--- config.mk ---
export PLATFORM = sky130hd
export DESIGN_NAME = rvsc_dmem
export DESIGN_NICKNAME = d
export VERILOG_FILES = /design/src/hdl/rvsc_pkg.sv /design/src/hdl/rvsc_dmem.sv
export SDC_FILE = /design/constraint.sdc
export NUM_CORES = 2
export LEC_CHECK = 0
export BUFFER_PORTS_ARGS = -buffer_cell sky130_fd_sc_hd__buf_2
export CORE_MARGIN = 1
export CORE_UTILIZATION = 40
export CTS_BUF_LIST = sky130_fd_sc_hd__clkbuf_2
export CTS_CLUSTER_SIZE = 24
export DETAILED_ROUTE_END_ITERATION = 12
export GPL_TIMING_DRIVEN = 0
export PLACE_DENSITY = 0.61
export RECOVER_POWER = 100
export SLEW_MARGIN = 20
export SYNTH_ARGS = -nofsm -noshare
export SYNTH_HDL_FRONTEND = slang
export SYNTH_SLANG_ARGS = --single-unit
--- constraint.sdc ---
create_clock -name clk -period 4.1 [get_ports clk]
set_input_delay 0 -clock clk [delete_from_list [all_inputs] [get_ports clk]]
set_output_delay 0 -clock clk [all_outputs]
set_load 0.05 [all_outputs]
--- src/hdl/rvsc_pkg.sv ---
// ----------------------------------------------------------------------------
// rvsc_pkg - shared definitions of the RV64I subset core
// Opcodes, function codes, the memory access code and the result word type.
// ----------------------------------------------------------------------------
package rvsc_pkg;

	localparam int DataBytesDefault = 256;

	localparam logic [6:0] OpR    = 7'd51;
	localparam logic [6:0] OpI    = 7'd19;
	localparam logic [6:0] OpLd   = 7'd3;
	localparam logic [6:0] OpJalr = 7'd103;
	localparam logic [6:0] OpSd   = 7'd35;
	localparam logic [6:0] OpBr   = 7'd99;
	localparam logic [6:0] OpJal  = 7'd111;

	localparam logic [6:0] F7Base = 7'b0000000;
	localparam logic [6:0] F7Alt  = 7'b0100000;

	// ALU function codes
	localparam logic [2:0] F3Add = 3'd0;
	localparam logic [2:0] F3Sll = 3'd1;
	localparam logic [2:0] F3Slt = 3'd2;
	localparam logic [2:0] F3Dw  = 3'd3;
	localparam logic [2:0] F3Xor = 3'd4;
	localparam logic [2:0] F3Srl = 3'd5;
	localparam logic [2:0] F3Or  = 3'd6;

	// branch and jalr function codes
	localparam logic [2:0] F3Beq  = 3'd0;
	localparam logic [2:0] F3Bne  = 3'd1;
	localparam logic [2:0] F3Blt  = 3'd4;
	localparam logic [2:0] F3Bge  = 3'd5;
	localparam logic [2:0] F3Jalr = 3'd0;

	typedef enum logic [1:0] {
		AccNone  = 2'd0,
		AccLoad  = 2'd1,
		AccStore = 2'd2
	} acc_t;

	typedef struct packed {
		logic [31:0] npc;
		logic        wr;
		logic [4:0]  rd;
		logic [63:0] wval;
		acc_t        access;
		logic [7:0]  maddr;
		logic        illegal;
		logic        running;
	} res_t;

endpackage

--- src/hdl/rvsc_dmem.sv ---
// ----------------------------------------------------------------------------
// rvsc_dmem - banked data memory
// Eight byte banks give one doubleword per cycle at any byte address, with
// wrap-around, once a clearing pass has zeroed the banks after reset.
// ----------------------------------------------------------------------------
module rvsc_dmem #(
	parameter int DATA_BYTES = rvsc_pkg::DataBytesDefault
) (
	input  logic                            clk,
	input  logic                            arst_n,
	input  logic                            req,
	input  logic                            we,
	input  logic [$clog2(DATA_BYTES)-1:0]   base,
	input  logic [63:0]                     wdata,
	output logic [63:0]                     rdata,
	output logic                            busy
);

	localparam int AW   = $clog2(DATA_BYTES);
	localparam int RW   = AW - 3;
	localparam int ROWS = DATA_BYTES / 8;

	logic [RW-1:0] base_row;
	logic [2:0]    off;
	logic [2:0]    off_q;
	logic          busy_q;
	logic [RW-1:0] clr_row_q;
	logic [7:0]    bank_rd [8];

	assign base_row = base[AW-1:3];
	assign off      = base[2:0];
	assign busy     = busy_q;

	always_ff @(posedge clk or negedge arst_n) begin
		if (!arst_n) begin
			busy_q    <= 1'b1;
			clr_row_q <= '0;
		end else if (busy_q) begin
			clr_row_q <= clr_row_q + RW'(1);
			if (clr_row_q == RW'(ROWS - 1)) begin
				busy_q <= 1'b0;
			end
		end
	end

	always_ff @(posedge clk) begin
		if (req) begin
			off_q <= off;
		end
	end

	for (genvar k = 0; k < 8; k++) begin : g_bank
		logic [7:0]    bank_mem [ROWS];
		logic [RW-1:0] row;
		logic [2:0]    lane;
		logic [7:0]    wbyte;
		logic [7:0]    rd_q;

		// banks below the start offset take the following row
		assign row   = (3'(k) >= off) ? base_row : base_row + RW'(1);
		assign lane  = 3'(k) - off;
		assign wbyte = wdata[{lane, 3'b000} +: 8];

		always_ff @(posedge clk) begin
			if (busy_q) begin
				bank_mem[clr_row_q] <= 8'd0;
			end else if (req && we) begin
				bank_mem[row] <= wbyte;
			end
			if (req) begin
				rd_q <= bank_mem[row];
			end
		end

		assign bank_rd[k] = rd_q;
	end

	always_comb begin
		for (int i = 0; i < 8; i++) begin
			rdata[8*i +: 8] = bank_rd[3'(off_q + 3'(i))];
		end
	end

endmodule

# Word level (Yosys, flattened, before mapping)
# Memories as Yosys holds them, arrays and structs flattened. A register that Yosys moved wholly into a read port is not among the register bits.
# Cells that the tools add are included.
# word_totals
ff_bits,9
wordCells,133
output_inout_bits,65
ram_bits,2048
mem_count,8
inputBits,76
# memory_table
memory,words,word_bits,rd,rd_clocked_by_memory_dff,write_ports,line_no,text
g_bank[0].bank_mem,32,8,1,1,1,rvsc_dmem.sv:53,logic [7:0] bank_mem [ROWS];
g_bank[1].bank_mem,32,8,1,1,1,rvsc_dmem.sv:53,
g_bank[2].bank_mem,32,8,1,1,1,rvsc_dmem.sv:53,
g_bank[3].bank_mem,32,8,1,1,1,rvsc_dmem.sv:53,
g_bank[4].bank_mem,32,8,1,1,1,rvsc_dmem.sv:53,
g_bank[5].bank_mem,32,8,1,1,1,rvsc_dmem.sv:53,
2 more memories,n/a,n/a,n/a,n/a,n/a,n/a,
# classes
n_eq_ne,1
shifts,8
n_addsub,17
n_lt_le_gt_ge,16
n_mux,63
n_bitwise,8
n_reduce_logical,9
# op_table
operator,n
$shiftx 64x7->8,8
$bmux 8 s3,8
$mux 8,24
$mux 5,16
$reduce_or 8->1,8
$ge 4x4->1 const B,8
$not 3->4,8
$mux 1,15
$add 3x3->3 const B,4
$ge 3x3->1 const A,4
$sub 3x3->3 const A,4
$add 5x1->5 const B,2
$add 3x2->3 const B,2
$ge 1x3->1 const A,2
$ge 2x3->1 const A,2
$sub 1x3->3 const A,2
$sub 2x3->3 const A,2
$eq 5x5->1 const B,1
$add 3x1->3 const B,1
$logic_and 1x1->1,1

# Longest topological paths before layout
# depth
word_depth,6
ltp_mapped,16

# Least setup slack after synthesis
# OpenSTA, ideal clock, no wires.
# synth_timing
kind,input port to flip-flop
start,input base[0]
end,"memory g_bank[2].bank_mem[0][0], data pin"
path_slack_ps,343
setup_ps,377
path_buffers,5
path_stages,10
arrival_ps,3380
t_required_ps,3723
cell_sequence,buf_4 clkbuf_1 buf_1 inv_1 ha_1 clkbuf_1 buf_1 mux4_2 nand2_1 a21oi_1
# synth_between
elab_chain_len,3
# synth_rtl
element,line_no,text
"start, declared",rvsc_dmem.sv:13,"input logic [$clog2(DATA_BYTES)-1:0] base,"
$sub 2x3->3,rvsc_dmem.sv:61,assign lane = 3'(k) - off;
$shiftx 64x7->8,rvsc_dmem.sv:62,"assign wbyte = wdata[{lane, 3'b000} +: 8];"
$mux 8 (no source line),n/a,
"end, declared",rvsc_dmem.sv:53,
# No other way between the ends.

# Worst setup path after layout
# layout_timing
start,register busy_q (netlist: busy)
end,memory g_bank[4].bank_mem[19][3] (enable)
# layout_between
elab_chain_len,4
word_cells_on_any_way,7
# layout_rtl
element,line_no,text
"start, declared",rvsc_dmem.sv:26,logic busy_q;
"start signal, assigned",rvsc_dmem.sv:36,busy_q <= 1'b1;
"start signal, assigned",rvsc_dmem.sv:41,busy_q <= 1'b0;
$mux 1,rvsc_dmem.sv:65,if (busy_q) begin
$mux 1 (implied by the code),rvsc_dmem.sv:68,bank_mem[row] <= wbyte;
$reduce_or 8->1 (no source line),n/a,
$mux 5 (no source line) or $mux 1 (tied branches),n/a,
"end, declared",rvsc_dmem.sv:53,
# Several ways; a longest one is shown, not always the timed one.

==> results.cfg <==
[placement]
hpwl_um = 237000
pre_cts_slack_ps = -2670
io_buffer_count = 138
place_congestion = 1.00

[timing]
skew_ps = 206
relSlewSlack = -0.855
finalSetupViolCount = 408
timing.final.ws_setup_ps = -281
period_minus_slack_ps = 4380
setup_tns_ps = -26880
hold_viol_final = 0
maxSlewViolCount = 50
fin_crit_sh = 1.07
worst_pin_slew_ps = 2780
max_freq_ghz = 0.228
hold_ws_ps = 139

[global_route]
grt_util_met3 = 0.0762
met2_usage = 0.435
gr-usage-all-layers = 0.286
grt_pass1_vias = 64800
grt_pass1_wl_um = 475000
antenna_found_initial = 29
overflow = 0
busiest_layer = met2
met1_usage = 0.360
grt_max_degree = 40

[worst_setup_path]
startpoint_type = flip-flop
arrival_ps = 5900
crit_type = flip-flop to flip-flop
crit_slowest_cell = clkbuf_1
path_cells = clkbuf_2 > and3_1 > clkbuf_1 > nor2_1 > nor2_1
crit_required_ps = 5620
critPathMostFrequentCell = nor2_1
crit_path_max_fanout = 9
endpoint_kind = flip-flop
crit_path_max_incr_delay_ps = 1240

[floorplan]
fp-row-count = 177
die_y_um = 485
start_util = 0.402
core_region_area_sq_um = 232000
die_x_um = 485
die-area_sq_um = 235000
num_io_pins = 141

[route]
vias_per_cell = 6.22
vias = 65300
routedWlPerCell_um = 32.6
totalWireLength_um = 343000
drt_iter0_drc = 8551
drtPass1Iterations = 8
ant_nets = 0
route.detailed.drc = 0

[flow_run]
drv_cap = 2

[clocking]
root_buffer = clkbuf_2
tritoncts = done
numCtsBuffers = 559
clkTransAtPathRegs_ps = 110
clock-sinks = 2121
htree_levels = 6
clock_path_buffers = 4
clk_latency_ps = 2050

[status]
violations = capacitance limit, slew limit, setup timing
status = finished with violations

[synth]
synth_area_leaders = edfxtp_1, mux4_2, mux2i_1, nand2_1, nor2_1
synth_cell_types = 80
yosys.area.top_type = edfxtp_1
syn_inst = 5999
synth_top_area_frac = 0.680
synth.avg_cell_area_sq_um = 15.6
synth_edf_count = 2115
yosysWarnings = 0
ys_ff_latch = 2121
synth_flop_cell = edfxtp_1
syn_area_sq_um = 93400
ys_seq_area_frac = 0.682
async_reset_ff_frac = 0.00283
syn_nets = 6090

[power_and_ir_drop]
worst_ir_drop_vdd_v = 0.000303
p_per_area_nw_per_um2 = 425
power.total_mw = 46.2
p_leak_nw = 39.8

[layout]
fin_nets = 7170
area_growth_syn_to_layout_pct = 16.4
drive_gt1_frac = 0.279

[hold_path]
hold_path_class = primary input to flip-flop
-- cells in the mapped netlist (74+ instances only) --
library cell and number:
nor4_1 96, nand2_1 631, nor2_1 443, nand3_1 109, a211oi_1 124, buf_2 129, nor2b_1 74, o22ai_1 235
clkbuf_1 201, mux2i_1 386, o21ai_0 112, a21oi_1 123, mux4_2 413, nor3_1 109, edfxtp_1 2115
-- logic make-up (layout without fill, tap and decap cells) --
| group | after synthesis | after routing | synth area share |
|---|---|---|---|
| flip-flops | 2121 | 2121 | 0.682 |
| AO/OA/AOI/OAI | 966 | 966 | 0.0710 |
| XOR/XNOR | 50 | 50 | 0.00501 |
| other | 0 | 24 | 0 |
| AND/OR/NAND/NOR | 1602 | 1602 | 0.0769 |
| buffers and inverters | 416 | 1850 | 0.0190 |
| multiplexers | 829 | 829 | 0.145 |
| adder cells (fa/ha/maj) | 15 | 15 | 0.00201 |
-- report_power, final --
| part | switching (mW) | internal, mW | leakage (nW) |
|---|---|---|---|
| sequential | 0.136 | 24.1 | 23.0 |
| combinational | 5.27 | 2.39 | 13.2 |
| clock | 8.81 | 5.50 | 3.61 |
-- metrics by stage --
| stage | util | instance area [sq um] | cells |
|---|---|---|---|
| floorplan | - | 93400 | 5999 |
| global placement | 0.421 | 97900 | 9180 |
| detailed placement | 0.431 | 100000 | 9258 |
| CTS | 0.471 | 109000 | 10500 |
| global route | 0.468 | 109000 | 10500 |
| finish | 0.468 | 109000 | 10500 |
-- area by class of cell --
| type | count | area [sq um] |
|---|---|---|
| Multi-Input combinational cell | 3462 | 29500 |
| Tap cell | 3043 | 3810 |
| Timing Repair Buffer | 520 | 4990 |
| Buffer | 401 | 1960 |
| Antenna cell | 24 | 60.1 |
| Clock inverter | 136 | 737 |
| Inverter | 14 | 57.6 |
| Fill cell | 20400 | 124000 |
| Sequential cell | 2121 | 63700 |
| Clock buffer | 779 | 3900 |
-- layout by cell type, fill, tap and decap left out, types with 23 or more instances in the layout --
cell,netlist,routed
edfxtp_1,2115,2115
clkbuf_2,3,852
nand2_1,631,558
mux4_2,413,413
mux2i_1,386,386
nor2_1,443,267
dlygate4sd3_1,0,246
o22ai_1,235,235
buf_2,129,217
clkbuf_1,201,185
nor2_2,2,141
a211oi_1,124,122
o21ai_0,112,113
nand3_1,109,108
nor3_1,109,108
a21oi_1,123,99
clkinv_1,3,95
nor4_1,96,89
nor2b_1,74,74
buf_4,6,44
nand2_2,0,44
a31oi_1,50,42
buf_1,60,38
o221ai_1,37,37
nor2_4,0,37
a32oi_1,34,34
xnor2_1,40,33
a221oi_1,32,32
o31ai_1,32,31
buf_8,0,29
buf_6,3,28
mux2_2,30,27
o311a_1,25,25
diode_2,0,24
nand2_4,0,24
nand4_1,23,23
-- layer usage --
| layer | vias to the layer above | routed length (um) |
|---|---|---|
| met2 | 4380 | 154000 |
| met4 | 18 | 25100 |
| met3 | 1026 | 38100 |
| met1 | 33100 | 125000 |
| li1 | 26700 | - |
| met5 | - | 107 |
-- worst paths after layout --
path                              startpoint                        end  slack (ps)  cells after the start
worst max-delay path                    busy  g_bank[4].bank_mem[19][3]        -280                      5
worst min-delay path                 base[2]   g_bank[3].bank_mem[9][0]         140                      7
worst max register to register          busy  g_bank[4].bank_mem[19][3]        -280                      5
worst min register to register  clr_row_q[4]                       busy         480                      2
max in group asynchronous             arst_n               clr_row_q[4]        3480                      5
min in group asynchronous             arst_n               clr_row_q[3]         300                      5
-- sequential cells by signal, indices dropped and copies added (netlist names) --
name,flops
g_bank.bank_mem,2048
off_q,3
clr_row_q,5
g_bank.rd_q,64
busy,1
-- worst max-delay path: cells and delay by family, from the launching register on --
kind / cells / cell delay [ps]
flip-flops: 1 / 630
AND/OR/NAND/NOR: 3 / 1770
buffers and inverters: 2 / 1470
-- what timing repair did --
action                                   CTS  global route
gates cloned                               3             0
hold buffers                             247             0
hold endpoints to repair                4169             0
endpoints found under the setup margin  4034          1389
resized for setup                        526           139
setup buffers                             45             9
pin swaps                                 62            12
Note: power is estimated with default switching activity, not from simulation.
